`src/ccp_pkg.sv`:
```
// Shared types, codes and calendar functions for the calendar clock.
package ccp_pkg;

  localparam logic [1:0] ACT_TICK = 2'd0;
  localparam logic [1:0] ACT_SET  = 2'd1;
  localparam logic [1:0] ACT_READ = 2'd2;

  localparam logic [11:0] YEAR_MIN   = 12'd1970;
  localparam logic [11:0] YEAR_MAX   = 12'd2099;
  localparam logic [11:0] YEAR_SAT   = 12'd4095;
  localparam logic [11:0] YEAR_RESET = 12'd2026;
  localparam logic [15:0] TPS_RESET  = 16'd100;

  localparam int DATA_W = 40;

  typedef struct packed {
    logic [5:0]  second;
    logic [5:0]  minute;
    logic [4:0]  hour;
    logic [4:0]  day;
    logic [3:0]  month;
    logic [11:0] year;
  } ccp_time_t;

  function automatic logic is_leap(input logic [11:0] y);
    logic [22:0] prod;
    logic [7:0]  q;
    logic [11:0] r;
    prod = {11'd0, y} * 23'd1311;
    q    = prod[22:15];
    r    = y - (({4'd0, q} << 4) + ({4'd0, q} << 3) + {4'd0, q});
    return (y[1:0] == 2'd0) && ((r != 12'd0) || (y[3:0] == 4'd0));
  endfunction

  function automatic logic [4:0] month_days(input logic [11:0] y, input logic [3:0] m);
    logic [4:0] d;
    case (m)
      4'd1, 4'd3, 4'd5, 4'd7, 4'd8, 4'd10, 4'd12: d = 5'd31;
      4'd4, 4'd6, 4'd9, 4'd11:                    d = 5'd30;
      4'd2:                                       d = is_leap(y) ? 5'd29 : 5'd28;
      default:                                    d = 5'd30;
    endcase
    return d;
  endfunction

endpackage

```
`src/ccp_time_core.sv`:
```
// Time-of-day and calendar state with tick prescaler, set and carry logic.
module ccp_time_core (
  input  logic             clk,
  input  logic             rst_n,
  input  logic             step_en,
  input  logic [1:0]       action,
  input  ccp_pkg::ccp_time_t set_time,
  input  logic [15:0]      tps,
  output ccp_pkg::ccp_time_t time_nxt,
  output logic             pulse_nxt
);
  import ccp_pkg::*;

  ccp_time_t   time_r;
  logic [15:0] phase_r;
  logic [15:0] phase_nxt;
  logic [15:0] tps_eff;
  logic [16:0] phase_inc;
  ccp_time_t   adv;
  ccp_time_t   setv;
  logic [4:0]  md_cur;
  logic [4:0]  md_set;

  assign tps_eff   = (tps == 16'd0) ? 16'd1 : tps;
  assign phase_inc = {1'b0, phase_r} + 17'd1;
  assign md_cur    = month_days(time_r.year, time_r.month);

  always_comb begin
    adv = time_r;
    if (time_r.second < 6'd59) begin
      adv.second = time_r.second + 6'd1;
    end else begin
      adv.second = 6'd0;
      if (time_r.minute < 6'd59) begin
        adv.minute = time_r.minute + 6'd1;
      end else begin
        adv.minute = 6'd0;
        if (time_r.hour < 5'd23) begin
          adv.hour = time_r.hour + 5'd1;
        end else begin
          adv.hour = 5'd0;
          if (time_r.day < md_cur) begin
            adv.day = time_r.day + 5'd1;
          end else begin
            adv.day = 5'd1;
            if (time_r.month < 4'd12) begin
              adv.month = time_r.month + 4'd1;
            end else begin
              adv.month = 4'd1;
              if (time_r.year < YEAR_SAT) begin
                adv.year = time_r.year + 12'd1;
              end
            end
          end
        end
      end
    end
  end

  always_comb begin
    setv.year   = (set_time.year < YEAR_MIN) ? YEAR_MIN :
                  (set_time.year > YEAR_MAX) ? YEAR_MAX : set_time.year;
    setv.month  = (set_time.month == 4'd0) ? 4'd1 :
                  (set_time.month > 4'd12) ? 4'd12 : set_time.month;
    md_set      = month_days(setv.year, setv.month);
    setv.day    = (set_time.day == 5'd0) ? 5'd1 :
                  (set_time.day > md_set) ? md_set : set_time.day;
    setv.hour   = (set_time.hour > 5'd23) ? 5'd23 : set_time.hour;
    setv.minute = (set_time.minute > 6'd59) ? 6'd59 : set_time.minute;
    setv.second = (set_time.second > 6'd59) ? 6'd59 : set_time.second;
  end

  always_comb begin
    time_nxt  = time_r;
    phase_nxt = phase_r;
    pulse_nxt = 1'b0;
    case (action)
      ACT_TICK: begin
        if (phase_inc >= {1'b0, tps_eff}) begin
          phase_nxt = 16'd0;
          time_nxt  = adv;
          pulse_nxt = 1'b1;
        end else begin
          phase_nxt = phase_inc[15:0];
        end
      end
      ACT_SET: begin
        time_nxt  = setv;
        phase_nxt = 16'd0;
      end
      default: begin
        time_nxt  = time_r;
      end
    endcase
  end

  always_ff @(posedge clk) begin
    if (!rst_n) begin
      phase_r       <= 16'd0;
      time_r.year   <= YEAR_RESET;
      time_r.month  <= 4'd1;
      time_r.day    <= 5'd1;
      time_r.hour   <= 5'd12;
      time_r.minute <= 6'd0;
      time_r.second <= 6'd0;
    end else if (step_en) begin
      phase_r <= phase_nxt;
      time_r  <= time_nxt;
    end
  end

endmodule

```
`src/calendar_clock_with_prescaler.sv`:
```
// Calendar clock top level: input register, time core and result register.
// A transaction goes from the input register through the core to the result register.
// One transaction per cycle unless out_tready stalls; the carry chain is combinational.
// Reset (rst_n low, synchronous): 2026-01-01 12:00:00, prescaler 0,
// ticks_per_second 100, both pipeline registers empty.
module calendar_clock_with_prescaler (
  input  logic                       clk,
  input  logic                       rst_n,
  input  logic                       in_tvalid,
  output logic                       in_tready,
  // set_year[11:0], set_month[15:12], set_day[20:16], set_hour[25:21],
  // set_minute[31:26], set_second[37:32], zero pad [39:38]
  input  logic [ccp_pkg::DATA_W-1:0] in_tdata,
  // action[1:0]
  input  logic [1:0]                 in_tuser,
  output logic                       out_tvalid,
  input  logic                       out_tready,
  // year_now[11:0], month_now[15:12], day_now[20:16], hour_now[25:21],
  // minute_now[31:26], second_now[37:32], zero pad [39:38]
  output logic [ccp_pkg::DATA_W-1:0] out_tdata,
  // second_pulse[0]
  output logic                       out_tuser,
  input  logic                       cfg_tvalid,
  output logic                       cfg_tready,
  // ticks_per_second[15:0]
  input  logic [15:0]                cfg_tdata
);
  import ccp_pkg::*;

  logic        in_valid_r;
  logic [1:0]  in_user_r;
  logic [37:0] in_data_r;
  logic        out_valid_r;
  ccp_time_t   out_time_r;
  logic        out_pulse_r;
  logic [15:0] tps_r;
  logic        step_en;
  ccp_time_t   set_time;
  ccp_time_t   time_nxt;
  logic        pulse_nxt;

  assign step_en    = in_valid_r && (!out_valid_r || out_tready);
  assign in_tready  = !in_valid_r || step_en;
  assign cfg_tready = 1'b1;

  assign set_time.year   = in_data_r[11:0];
  assign set_time.month  = in_data_r[15:12];
  assign set_time.day    = in_data_r[20:16];
  assign set_time.hour   = in_data_r[25:21];
  assign set_time.minute = in_data_r[31:26];
  assign set_time.second = in_data_r[37:32];

  ccp_time_core u_core (
    .clk      (clk),
    .rst_n    (rst_n),
    .step_en  (step_en),
    .action   (in_user_r),
    .set_time (set_time),
    .tps      (tps_r),
    .time_nxt (time_nxt),
    .pulse_nxt(pulse_nxt)
  );

  always_ff @(posedge clk) begin
    if (!rst_n) begin
      tps_r <= TPS_RESET;
    end else if (cfg_tvalid && cfg_tready) begin
      tps_r <= cfg_tdata;
    end
  end

  always_ff @(posedge clk) begin
    if (!rst_n) begin
      in_valid_r <= 1'b0;
    end else if (in_tready) begin
      in_valid_r <= in_tvalid;
    end
  end

  always_ff @(posedge clk) begin
    if (in_tready && in_tvalid) begin
      in_user_r <= in_tuser;
      in_data_r <= in_tdata[37:0];
    end
  end

  always_ff @(posedge clk) begin
    if (!rst_n) begin
      out_valid_r <= 1'b0;
    end else if (step_en) begin
      out_valid_r <= 1'b1;
    end else if (out_tready) begin
      out_valid_r <= 1'b0;
    end
  end

  always_ff @(posedge clk) begin
    if (step_en) begin
      out_time_r  <= time_nxt;
      out_pulse_r <= pulse_nxt;
    end
  end

  assign out_tvalid = out_valid_r;
  assign out_tuser  = out_pulse_r;
  assign out_tdata  = {2'b00, out_time_r.second, out_time_r.minute, out_time_r.hour,
                       out_time_r.day, out_time_r.month, out_time_r.year};

endmodule
```
`config.mk`:
```
export PLATFORM = sky130hd
export DESIGN_NAME = calendar_clock_with_prescaler
export DESIGN_NICKNAME = d
export VERILOG_FILES = /design/src/ccp_pkg.sv /design/src/ccp_time_core.sv /design/src/calendar_clock_with_prescaler.sv
export SDC_FILE = /design/constraint.sdc
export NUM_CORES = 1
export LEC_CHECK = 0
export BUFFER_PORTS_ARGS = -buffer_cell sky130_fd_sc_hd__buf_2
export CAP_MARGIN = 0
export CORE_UTILIZATION = 38
export DETAILED_ROUTE_END_ITERATION = 8
export HOLD_SLACK_MARGIN = 0.02
export PLACE_DENSITY = 0.65
export SYNTH_ARGS = -nofsm -noshare
export SYNTH_HDL_FRONTEND = slang
export SYNTH_SLANG_ARGS = --single-unit
```
`constraint.sdc`:
```
create_clock -name clk -period 18.57 [get_ports clk]
set_input_delay 1.857 -clock clk [delete_from_list [all_inputs] [get_ports clk]]
set_output_delay 1.857 -clock clk [all_outputs]
set_load 0.02 [all_outputs]
```
==> out/metrics.yaml <==
die_w_um: 203
setup_slack_ns: 6.79
final_common_cell: "inv_1"
cts_setup_buffers: 0
final.setup.tns_ns: 0
syn_area_mm2: 0.0153
antenna_found_initial: 0
cp_slowest_stage_delay_ns: 0.64
wl_mm: 38.2
synthDistinctLibCells: 85
cpMostUsedCell: "inv_1"
clk_latency_ns: 0.45
cp_slowest_cell: "fa_1"
worstSetupPathType: "flop to flop"
skew_ns: 0.0218
nNetsFinal: 2134
wire_per_inst_um: 16.9
grt_pass1_wl_mm: 62.9
avgSynthCellArea_um2: 9.28
ys_ff_latch: 151
syn2layout_area_growth_pct: 11.0
track_usage_pct: 19.1
path_buf_inv: 7
drv_slew: 0
synth_simple_gate_area_share_pct: 13.3
drtIter0Drc: 980
synth_area_leaders: "ha_1 (20%), edfxtp_1 (16%), fa_1 (14%)"
overflow: 0
drc: 2
synth_top_area_share_pct: 19.6
final-instance-count-excl-fill: 2263
cts_tree: "done"
hold_viol: 0
cts_made_buffers: 17
dp_slack_ns: 6.92
place_inst: 2231
yosys_warnings: 0
cts.clk_slew.worst_paths_ns: 0.06
post-route-period-util_pct: 63.4
cts_resized: 0
worst-slew-pin-transition_ns: 1.21
hold_depth: 2
cts_hold_buf: 0
drv_cap: 0
rsz0062_at_grt: "no"
r2r_cells: 46
port_buffers: 101
cp-end-kind: "flop"
synth_area_leader_cell: "ha_1"
synth_xor_area_share_pct: 2.58
worst_slew_margin_rel_pct: 18.9
clockBufferDepth: 2
max_freq_mhz: 84.9
clock-root-buffer: "clkbuf_16"
required_ns: 18.74
place_congestion: 0.892
hold_class: "flop to flop"
synth-edff-count: 79
critPathTopFamily: "compound AO/OA/AOI/OAI gates"
dieArea_mm2: 0.0410
avgViaCountPerCell: 5.49
setup_viol: 0
layout-drive-gt1-share_pct: 9.72
antenna_cells: 0
ys.flop_type: "edfxtp_1"
synth_compound_area_share_pct: 15.8
die_h_um: 203
initial_core_util_pct: 38.5
fin_hold_ws_ns: 0.478
synth_fa_ha_area_share_pct: 33.6
clock-sinks: 151
min_period_ns: 11.78
synthCells: 1647
async_flop_share_pct: 0
grt_max_degree: 61
cp.depth: 46
yosysSeqAreaShare_pct: 25.0
hpwl_mm: 29.2
violations: "design-rule violations"
cp_data_arrival_time_ns: 11.94
cp_max_fo: 8
final_cell_mix: "inv_1 (251), ha_1 (239), nor2_1 (118)"
grt_pass1_vias: 12400
num_vias: 12400
htree_num_levels: 4
status: "finished with violations"
drt_pass1_iterations: 9
coreArea_mm2: 0.0397
postRouteAntennaNets: 0
synth_top_family_by_area: "adder cells"
synth.area.mux_share_pct: 1.82
pin_count: 107
critPathLaunchType: "flop"
rows: 73
worst register-to-register path: cells and delay by family (launching register included):
family                   cells  cell delay [ns]
flip-flops                   1             0.44
adder cells (fa/ha/maj)     10             3.62
AO/OA/AOI/OAI               19             4.31
buffers and inverters        7             0.69
AND/OR/NAND/NOR              9             2.31
XOR/XNOR                     1             0.15
area by class of cell:
cell class,instances,area [um2]
Timing Repair Buffer,115,611
Clock inverter,14,220
Sequential cell,151,3810
Multi-Input combinational cell,1185,10300
Clock buffer,18,439
Fill cell,3915,22800
Inverter,255,957
Tap cell,525,657
cells by family after synthesis:
kind of cell / Yosys count
buffers and inverters: 312
DFF: 151
adders and majority gates: 346
muxes: 25
AOI/OAI and AO/OA: 349
and+or+nand+nor: 417
other: 2
xor gates and xnor gates: 45
registers in the layout (all words and copies together), names as in the netlist:
register and cells:
out_tdata 38, in_valid_r 1, out_tuser 1, in_user_r 2
u_core.phase_r 16, tps_r 16, out_tvalid 1, in_data_r 38
u_core.time_r 38
synth_stat cells, drive strengths merged, types with 13 or more instances:
cell type,count
a22oi,24
nor3,37
a21o,20
xnor2,30
edfxtp,79
nand3,40
o21ai,65
inv,253
clkbuf,45
a211oi,13
ha,239
nand2b,15
o211ai,16
a31oi,20
nand4,19
and2,17
nand2,96
and3,13
xor2,15
fa,107
nor4,13
nor2,118
dfxtp,72
a21oi,71
mux2i,23
worst paths after layout:
path                            slack [ns]                             end                      startpoint
worst max register to register        6.79         out_tdata[17]$_DFFE_PP_          in_data_r[6]$_DFFE_PP_
worst min-delay path                  0.48  u_core.time_r[37]$_SDFFE_PN0P_  u_core.time_r[37]$_SDFFE_PN0P_
worst max-delay path                  6.79         out_tdata[17]$_DFFE_PP_          in_data_r[6]$_DFFE_PP_
worst min register to register        0.48  u_core.time_r[37]$_SDFFE_PN0P_  u_core.time_r[37]$_SDFFE_PN0P_
per-layer routing:
layer	GRT usage, %	part of all wire, %
met2	31.4	47
met3	2.92	5.8
met1	25.9	46
met4	5.59	2.0
met5	0	0
metrics by stage:
step	utilization [%]	area, um2
after floorplan	-	15300
after global placement	41.0	16300
after detailed placement	41.0	16300
after CTS	42.7	17000
after global routing	42.7	17000
final	42.7	17000
Power is not shown: default switching activity piles up to over one toggle a cycle in this logic, so the estimate is an artifact.
